### config.mk
export PLATFORM = sky130hd
export DESIGN_NAME = anaglyph_tint_matrix_top
export DESIGN_NICKNAME = d
export VERILOG_FILES = /design/src/rtl/atm_pkg.sv /design/src/rtl/atm_mult.sv /design/src/rtl/atm_sum.sv /design/src/rtl/atm_round.sv /design/src/rtl/anaglyph_tint_matrix_top.sv
export SDC_FILE = /design/constraint.sdc
export NUM_CORES = 2
export LEC_CHECK = 0
export CORE_AREA = 4 4 398 400
export DETAILED_ROUTE_END_ITERATION = 10
export DIE_AREA = 0 0 402 404
export DONT_BUFFER_PORTS = 1
export HOLD_SLACK_MARGIN = 0.05
export PLACE_DENSITY_LB_ADDON = 0.25
export SYNTH_ARGS = -nofsm -noshare
export SYNTH_HDL_FRONTEND = slang
export SYNTH_HIERARCHICAL = 1
export SYNTH_SLANG_ARGS = --single-unit
export TNS_END_PERCENT = 5
### constraint.sdc
create_clock -name i_clk -period 21.7 [get_ports i_clk]
set_input_delay 4.34 -clock i_clk [delete_from_list [all_inputs] [get_ports i_clk]]
set_output_delay 4.34 -clock i_clk [all_outputs]
set_load 0.01 [all_outputs]
### src/rtl/atm_pkg.sv
// ----------------------------------------------------------------------------
// atm_pkg
// Shared types, constants and the coefficient lookup of the anaglyph tint
// matrix.
// ----------------------------------------------------------------------------
package atm_pkg;

    // Channel and pixel layout. Channel 0 is red, 1 is green, 2 is blue.
    localparam int CHAN_W  = 8;
    localparam int NUM_CH  = 3;
    localparam int MODE_W  = 3;
    localparam int COEF_W  = 15;
    localparam int PROD_W  = 24;
    localparam int SUM_W   = 24;

    typedef logic [CHAN_W-1:0]        t_chan;
    typedef t_chan [NUM_CH-1:0]       t_pixel;
    typedef logic [MODE_W-1:0]        t_mode;
    typedef logic signed [COEF_W-1:0] t_coef;
    typedef logic signed [PROD_W-1:0] t_prod;
    typedef t_prod [NUM_CH-1:0]       t_prod_row;
    typedef t_prod_row [NUM_CH-1:0]   t_prod_mat;
    typedef logic signed [SUM_W-1:0]  t_sum;
    typedef t_sum [NUM_CH-1:0]        t_sum_vec;

    // Tint modes.
    localparam t_mode MODE_ORIGINAL  = 3'd0;
    localparam t_mode MODE_GRAY      = 3'd1;
    localparam t_mode MODE_TRUE      = 3'd2;
    localparam t_mode MODE_HALF      = 3'd3;
    localparam t_mode MODE_OPTIMIZED = 3'd4;
    localparam t_mode MODE_DUBOIS    = 3'd5;

    // Channel indexes.
    localparam logic [1:0] CH_RED   = 2'd0;
    localparam logic [1:0] CH_GREEN = 2'd1;
    localparam logic [1:0] CH_BLUE  = 2'd2;

    // Coefficients are scaled by 10000.
    localparam t_coef C_ONE      = 15'sd10000;
    localparam t_coef C_LUMA_R   = 15'sd2990;
    localparam t_coef C_LUMA_G   = 15'sd5870;
    localparam t_coef C_LUMA_B   = 15'sd1140;
    localparam t_coef C_OPT_G    = 15'sd7000;
    localparam t_coef C_OPT_B    = 15'sd3000;

    // Dubois matrix, [output channel][input channel].
    localparam t_coef DUBOIS [3][3] = '{
        '{ 15'sd4045,   15'sd4346,  15'sd1609  },
        '{ 15'sd3298,   15'sd6849,  -15'sd146  },
        '{ -15'sd1162,  -15'sd1902, 15'sd13099 }
    };

    // Rounding and scaling constants.
    localparam int ROUND_HALF = 5000;
    // Rounded sums at or above this value clamp to full scale.
    localparam int SAT_LIMIT  = 2560000;
    localparam int CHAN_MAX   = 255;
    // Division by 10000 as multiplication by ceil(2^36 / 10000), exact for
    // all operands below 2^22.
    localparam int DIV_IN_W   = 22;
    localparam int RECIP_W    = 23;
    localparam int RECIP_SH   = 36;
    localparam logic [RECIP_W-1:0] RECIP_MUL = 23'd6871948;

    // Matrix coefficient for one output channel and one input channel.
    function automatic t_coef mix_coef(input t_mode mode, input logic [1:0] row,
                                       input logic [1:0] col);
        t_coef ident;
        t_coef luma_c;
        t_coef opt_c;
        t_coef c;
        ident = (row == col) ? C_ONE : '0;
        case (col)
            CH_RED:   begin luma_c = C_LUMA_R; opt_c = '0;      end
            CH_GREEN: begin luma_c = C_LUMA_G; opt_c = C_OPT_G; end
            default:  begin luma_c = C_LUMA_B; opt_c = C_OPT_B; end
        endcase
        case (mode)
            MODE_GRAY:      c = luma_c;
            MODE_TRUE:      c = (row == CH_GREEN) ? t_coef'(0) : luma_c;
            MODE_HALF:      c = (row == CH_RED) ? luma_c : ident;
            MODE_OPTIMIZED: c = (row == CH_RED) ? opt_c : ident;
            MODE_DUBOIS:    c = DUBOIS[row][col];
            default:        c = ident;
        endcase
        return c;
    endfunction

endpackage

### src/rtl/atm_mult.sv
// ----------------------------------------------------------------------------
// atm_mult
// First pipeline stage: the nine coefficient by channel products.
// ----------------------------------------------------------------------------
module atm_mult (
    input  logic              i_clk,
    input  logic              i_rst_n,
    input  logic              i_valid,
    output logic              o_ready,
    input  atm_pkg::t_pixel   i_pixel,
    input  atm_pkg::t_mode    i_mode,
    output logic              o_valid,
    input  logic              i_ready,
    output atm_pkg::t_prod_mat o_prod
);
    import atm_pkg::*;

    logic      r_valid;
    t_prod_mat r_prod;
    t_prod_mat n_prod;

    // The stage loads when it is empty or its content moves on.
    assign o_ready = !r_valid || i_ready;

    // Each product is a signed coefficient times a zero-extended channel.
    always_comb begin
        for (int r = 0; r < NUM_CH; r++) begin
            for (int c = 0; c < NUM_CH; c++) begin
                n_prod[r][c] = t_prod'(mix_coef(i_mode, 2'(r), 2'(c)))
                               * t_prod'($signed({1'b0, i_pixel[c]}));
            end
        end
    end

    // Valid bit is control state and is reset.
    always_ff @(posedge i_clk) begin
        if (!i_rst_n) begin
            r_valid <= 1'b0;
        end else if (o_ready) begin
            r_valid <= i_valid;
        end
    end

    // Product registers.
    always_ff @(posedge i_clk) begin
        if (o_ready && i_valid) begin
            r_prod <= n_prod;
        end
    end

    assign o_valid = r_valid;
    assign o_prod  = r_prod;

endmodule

### src/rtl/atm_sum.sv
// ----------------------------------------------------------------------------
// atm_sum
// Second pipeline stage: row sums of the products plus the rounding half.
// ----------------------------------------------------------------------------
module atm_sum (
    input  logic               i_clk,
    input  logic               i_rst_n,
    input  logic               i_valid,
    output logic               o_ready,
    input  atm_pkg::t_prod_mat i_prod,
    output logic               o_valid,
    input  logic               i_ready,
    output atm_pkg::t_sum_vec  o_sum
);
    import atm_pkg::*;

    logic     r_valid;
    t_sum_vec r_sum;
    t_sum_vec n_sum;

    assign o_ready = !r_valid || i_ready;

    // Three products and the rounding offset per output channel.
    always_comb begin
        for (int r = 0; r < NUM_CH; r++) begin
            n_sum[r] = t_sum'($signed(i_prod[r][0]) + $signed(i_prod[r][1])
                              + $signed(i_prod[r][2]) + ROUND_HALF);
        end
    end

    always_ff @(posedge i_clk) begin
        if (!i_rst_n) begin
            r_valid <= 1'b0;
        end else if (o_ready) begin
            r_valid <= i_valid;
        end
    end

    always_ff @(posedge i_clk) begin
        if (o_ready && i_valid) begin
            r_sum <= n_sum;
        end
    end

    assign o_valid = r_valid;
    assign o_sum   = r_sum;

endmodule

### src/rtl/atm_round.sv
// ----------------------------------------------------------------------------
// atm_round
// Third and fourth pipeline stages: division by the coefficient scale through
// a reciprocal product, then clamping into the output register.
// ----------------------------------------------------------------------------
module atm_round (
    input  logic              i_clk,
    input  logic              i_rst_n,
    input  logic              i_valid,
    output logic              o_ready,
    input  atm_pkg::t_sum_vec i_sum,
    output logic              o_valid,
    input  logic              i_ready,
    output atm_pkg::t_pixel   o_pixel
);
    import atm_pkg::*;

    localparam int MUL_W = DIV_IN_W + RECIP_W;

    // Quotient stage.
    logic                  r_q_valid;
    logic                  q_ready;
    t_pixel                r_quot;
    logic [NUM_CH-1:0]     r_neg;
    logic [NUM_CH-1:0]     r_sat;
    t_pixel                n_quot;
    logic [NUM_CH-1:0]     n_neg;
    logic [NUM_CH-1:0]     n_sat;
    logic [MUL_W-1:0]      mul_full [NUM_CH];

    // Output stage.
    logic                  r_out_valid;
    t_pixel                r_pixel;
    t_pixel                n_pixel;

    assign q_ready = !r_out_valid || i_ready;
    assign o_ready = !r_q_valid || q_ready;

    // Reciprocal multiply; range flags are taken from the full sum.
    always_comb begin
        for (int k = 0; k < NUM_CH; k++) begin
            n_neg[k]    = i_sum[k][SUM_W-1];
            n_sat[k]    = !i_sum[k][SUM_W-1] && ($signed(i_sum[k]) >= SAT_LIMIT);
            mul_full[k] = MUL_W'(i_sum[k][DIV_IN_W-1:0]) * MUL_W'(RECIP_MUL);
            n_quot[k]   = mul_full[k][RECIP_SH +: CHAN_W];
        end
    end

    always_ff @(posedge i_clk) begin
        if (!i_rst_n) begin
            r_q_valid <= 1'b0;
        end else if (o_ready) begin
            r_q_valid <= i_valid;
        end
    end

    always_ff @(posedge i_clk) begin
        if (o_ready && i_valid) begin
            r_quot <= n_quot;
            r_neg  <= n_neg;
            r_sat  <= n_sat;
        end
    end

    // Clamp: negative sums give zero, large sums give full scale.
    always_comb begin
        for (int k = 0; k < NUM_CH; k++) begin
            if (r_neg[k]) begin
                n_pixel[k] = '0;
            end else if (r_sat[k]) begin
                n_pixel[k] = t_chan'(CHAN_MAX);
            end else begin
                n_pixel[k] = r_quot[k];
            end
        end
    end

    always_ff @(posedge i_clk) begin
        if (!i_rst_n) begin
            r_out_valid <= 1'b0;
        end else if (q_ready) begin
            r_out_valid <= r_q_valid;
        end
    end

    always_ff @(posedge i_clk) begin
        if (q_ready && r_q_valid) begin
            r_pixel <= n_pixel;
        end
    end

    assign o_valid = r_out_valid;
    assign o_pixel = r_pixel;

endmodule

### src/rtl/anaglyph_tint_matrix_top.sv
// ----------------------------------------------------------------------------
// anaglyph_tint_matrix_top
// Applies a selectable 3x3 color mix to an RGB pixel stream for red-cyan
// anaglyph viewing, with rounding half away from zero and clamping to 0..255.
// ----------------------------------------------------------------------------
// The block takes one pixel per clock while the output is not stalled and
// returns one tinted pixel per input transfer, through four register stages:
// products, row sums, reciprocal division by the coefficient scale, and
// clamping into the output register. Throughput is one pixel per cycle
// without back-pressure; each stage holds its item while the next one is
// full, so back-pressure on the output propagates stage by stage without
// dropping data. The tint mode (0 original, 1 gray, 2 true, 3 half,
// 4 optimized, 5 Dubois, 6 and 7 as original) is written through i_cfg_we
// and should only change while no pixel is in flight.
// ----------------------------------------------------------------------------
module anaglyph_tint_matrix_top (
    input  logic        i_clk,
    input  logic        i_rst_n,
    // Input pixel stream.
    input  logic        i_s_tvalid,
    output logic        o_s_tready,
    input  logic [23:0] i_s_tdata,   // red_in [7:0], green_in [15:8], blue_in [23:16]
    // Output pixel stream.
    output logic        o_m_tvalid,
    input  logic        i_m_tready,
    output logic [23:0] o_m_tdata,   // red_out [7:0], green_out [15:8], blue_out [23:16]
    // Tint mode register write.
    input  logic        i_cfg_we,
    input  logic [2:0]  i_cfg_wdata
);
    import atm_pkg::*;

    t_mode     r_mode;
    logic      mult_valid;
    logic      mult_ready;
    t_prod_mat mult_prod;
    logic      sum_valid;
    logic      sum_ready;
    t_sum_vec  sum_val;
    t_pixel    out_pixel;

    // Tint mode register.
    always_ff @(posedge i_clk) begin
        if (!i_rst_n) begin
            r_mode <= MODE_ORIGINAL;
        end else if (i_cfg_we) begin
            r_mode <= i_cfg_wdata;
        end
    end

    // Stage 1: products.
    atm_mult u_mult (
        .i_clk   (i_clk),
        .i_rst_n (i_rst_n),
        .i_valid (i_s_tvalid),
        .o_ready (o_s_tready),
        .i_pixel (t_pixel'(i_s_tdata)),
        .i_mode  (r_mode),
        .o_valid (mult_valid),
        .i_ready (mult_ready),
        .o_prod  (mult_prod)
    );

    // Stage 2: row sums.
    atm_sum u_sum (
        .i_clk   (i_clk),
        .i_rst_n (i_rst_n),
        .i_valid (mult_valid),
        .o_ready (mult_ready),
        .i_prod  (mult_prod),
        .o_valid (sum_valid),
        .i_ready (sum_ready),
        .o_sum   (sum_val)
    );

    // Stages 3 and 4: scaling and clamping.
    atm_round u_round (
        .i_clk   (i_clk),
        .i_rst_n (i_rst_n),
        .i_valid (sum_valid),
        .o_ready (sum_ready),
        .i_sum   (sum_val),
        .o_valid (o_m_tvalid),
        .i_ready (i_m_tready),
        .o_pixel (out_pixel)
    );

    assign o_m_tdata = 24'(out_pixel);

endmodule
==> summary.md <==
| Metric | Value |
|---|---|
| Cell breakdown of the critical path | `and2_1 -> nand2_1 -> inv_1 -> nor3_1 -> inv_1 -> fa_1 -> fa_1 -> fa_1 -> inv_1 -> fa_1 -> inv_1 -> ha_1 -> or3_1 -> o311ai_1 -> a21oi_1 -> or4_1 -> a31oi_1 -> xnor2_1` |
| Clock sink total | `335` |
| Vias in the first global route | `50,800` |
| NumNets Final | `9,677` |
| Number of hold buffers added after cts | `0` |
| Worst min path class | `register to register` |
| Number of fillers in the final layout | `14,800` |
| Share of layout cells above drive strength 1 | `0.0231` |
| X dimension of the die | `402 um` |
| Sum of negative setup slack | `0 ns` |
| Sequential share of the synthesized area | `0.141` |
| Maximum clock skew at final layout | `0.0396 ns` |
| Post-Syn Area per Cell | `9.68 um2` |
| Via/cell ratio | `5.07` |
| Top-count cell post-synth | `sky130_fd_sc_hd__inv_1` |
| Cell area after placement | `73,400 um2` |
| Worst-path cell with the longest stage delay | `sky130_fd_sc_hd__nor3_1` |
| Core box area | `155,000 um2` |
| Number of unique standard cell types used by synthesis | `93` |
| Seq. cell area | `9990 um2` |
| Placer congestion estimate | `0.958` |
| Final Hold Fails | `0` |
| Slowest cell delay on critical path | `0.71 ns` |
| M2 GR Usage | `0.359` |
| ANT nets after route | `0` |
| # H-tree levels | `2` |
| Count of buffers from port buffering | `0` |
| Clock root cell | `sky130_fd_sc_hd__clkbuf_16` |
| Flop and latch count out of synthesis | `335` |
| Drt initial violations | `2,818` |
| Post-CTS Setup Repair Bufs | `0` |
| Die H | `404 um` |
| Boundary pin count | `58` |
| Clock Latency Late Sink | `0.62 ns` |
| Number of flops mapped to enable cells by yosys | `328` |
| Nature of the critical path startpoint | `input port` |
| Area of the multi-input gates | `52,200 um2` |
| Number of cells after detailed placement | `9,341` |
| Final Slew Violations | `0` |
| Number of remaining DRC errors | `0` |
| Status | `completed` |
| Routed wire length | `177 mm` |
| Number of vias after detailed routing | `47,800` |
| Setup-violating endpoint count in the final report | `0` |
| Setup slack of the most critical reg-to-reg path | `14.53 ns` |
| Area grow syn2layout | `5.46%` |
| Worst slew slack as a fraction of its limit | `0.305` |
| Fmax | `105 MHz` |
| Layout Utilization | `0.482` |
| Global-route layer with the greatest usage | `met2` |
| Global-route wire length before repair | `283 mm` |
| Async set or reset register ratio after synthesis | `0` |
| Critical path class | `input port to register` |
| Warnings from Yosys | `6` |
| Maximum number of pins on one net before global-route repair | `157` |
| Clock Tree Buf Depth | `3` |
| Crit. End Element | `register` |
| Initial cell density of the core | `0.457` |
| Area of the mapped netlist | `71,000 um2` |
| Final period utilization | `0.438` |
| Number of violations of the max-capacitance limit | `0` |
| Most used standard cells in the synthesized netlist | `sky130_fd_sc_hd__inv_1, sky130_fd_sc_hd__fa_1, sky130_fd_sc_hd__ha_1, sky130_fd_sc_hd__edfxtp_1, sky130_fd_sc_hd__a21oi_1` |
| Startpoint of the worst hold path | `u_sum/o_sum[71]` |
| Arrival time at the worst endpoint | `9.87 ns` |
| Post-Synthesis Cells | `7,342` |
| Total congestion overflow | `0` |
| Actual transition at the worst max-transition pin | `1.04 ns` |
| Required time at the endpoint of the critical path | `22.07 ns` |
| Top flip-flop cell by instance count after synthesis | `sky130_fd_sc_hd__edfxtp_1` |
| Top cell type by total area after synthesis | `sky130_fd_sc_hd__fa_1` |
| Floorplan die area | `162,000 um2` |
| Synth area leaders | `sky130_fd_sc_hd__fa_1, sky130_fd_sc_hd__ha_1, sky130_fd_sc_hd__edfxtp_1` |
| Shortest clock period the worst path allows after layout | `9.50 ns` |
| Origin of the critical flop-to-flop path | `u_sum/o_sum[55]` |
| Number of detailed-route iterations in the first pass | `8` |
| Largest fanout on the critical path | `9` |
| Number of antenna violations at the first check in global routing | `8` |
| Total clock buffers created by CTS | `47` |
| Grt met3 use | `0.0264` |
| Clock transition at path regs | `0.06 ns` |
| Top-area cell type share of the netlist area | `0.335` |
| Post-cts resize count | `0` |
| Average wire length per cell after detail routing | `18.8 um` |
| Clock tree from TritonCTS | `done` |
| Launching instance or port of the critical path | `i_s_tdata[13]` |
| RSZ-0062 raised after global routing | `no` |
| Overall global routing resource usage | `0.222` |
| Number of rows created at floorplan | `145` |
| Dpl hpwl | `155 mm` |
| Global routing met1 resource utilization | `0.316` |
| Summed area of non-filler cells in the final layout | `74,900 um2` |
| Layout Cells excl Fill | `9,429` |
[worst max-delay path: cells and delay by family]
kind,cells,cell delay (ns)
and+or+nand+nor,5,2.01
AOI/OAI and AO/OA,3,0.67
adders and majority gates,5,2.33
buffers and inverters,4,0.44
xor gates and xnor gates,1,0.09
[through the flow]
| stage | hold slack, ns | setup WS (ns) |
|---|---|---|
| 2_1_floorplan | 0.427 | 11.71 |
| 3_3_place_gp | 0.444 | 11.54 |
| 3_5_place_dp | 0.444 | 11.54 |
| 4_1_cts | 0.467 | 12.21 |
| 5_1_grt | 0.491 | 11.85 |
| 6_report | 0.469 | 12.20 |
[metal layers]
metal  routed length, um  share of wire
met1               83000           0.47
met2               81200           0.46
met3                7620          0.043
met4                5350          0.030
met5                  49        0.00028
[cells by family after synthesis]
family,after synthesis,share of synthesized area
compound gates,900,0.0815
mux,23,0.00331
fa+ha+maj,2314,0.533
flops,335,0.141
buf+inv,2358,0.126
simple gates,1075,0.0741
other cells,2,0.000106
xor+xnor,335,0.0416
[path summary, 6_finish.rpt]
kind                   endpoint  depth (start not counted)
min reg2reg    u_round/r_neg[2]                          0
max           u_mult/o_prod[44]                         18
min            u_round/r_neg[2]                          0
max reg2reg  u_round/r_quot[22]                         20
[layout by cell type, fill, tap and decap left out, types with 25 or more instances in the layout]
cell,Yosys,layout
sky130_fd_sc_hd__nor2_1,253,253
sky130_fd_sc_hd__o21a_1,47,47
sky130_fd_sc_hd__nor2b_1,64,61
sky130_fd_sc_hd__and3_1,56,56
sky130_fd_sc_hd__o21ai_1,25,25
sky130_fd_sc_hd__ha_1,1124,1124
sky130_fd_sc_hd__fa_1,1189,1189
sky130_fd_sc_hd__inv_1,2262,2262
sky130_fd_sc_hd__nand2_1,300,300
sky130_fd_sc_hd__o21ai_0,123,123
sky130_fd_sc_hd__clkbuf_16,0,47
sky130_fd_sc_hd__xnor2_1,214,214
sky130_fd_sc_hd__and2_1,121,118
sky130_fd_sc_hd__nand4_1,32,32
sky130_fd_sc_hd__nor3_1,45,45
sky130_fd_sc_hd__xor2_1,120,120
sky130_fd_sc_hd__edfxtp_1,328,328
sky130_fd_sc_hd__nand3_1,68,68
sky130_fd_sc_hd__a21o_1,131,131
sky130_fd_sc_hd__o211ai_1,25,25
sky130_fd_sc_hd__a31oi_1,34,34
sky130_fd_sc_hd__o21bai_1,27,27
sky130_fd_sc_hd__a21oi_1,308,308
sky130_fd_sc_hd__or2_2,26,26
sky130_fd_sc_hd__nand2b_1,50,50
[state kept, by name (all words and copies together) (netlist names)]
signal,flops
r_mode,3
u_mult/o_prod,202
u_mult/o_valid,1
u_round/o_pixel,24
u_round/o_valid,1
u_round/r_neg,3
u_round/r_q_valid,1
u_round/r_quot,24
u_round/r_sat,3
u_sum/o_sum,72
u_sum/o_valid,1
[layout make-up]
cell class                      count  share of cell area
Multi-Input combinational cell   4663               0.697
Sequential cell                   335               0.133
Inverter                         2267               0.114
Tap cell                         2058              0.0344
Clock buffer                       50              0.0158
Clock inverter                     36             0.00397
Timing Repair Buffer               18             0.00197
Antenna cell                        2           0.0000668
Power is not shown: default switching activity piles up to over one toggle a cycle in this logic, so the estimate is an artifact.
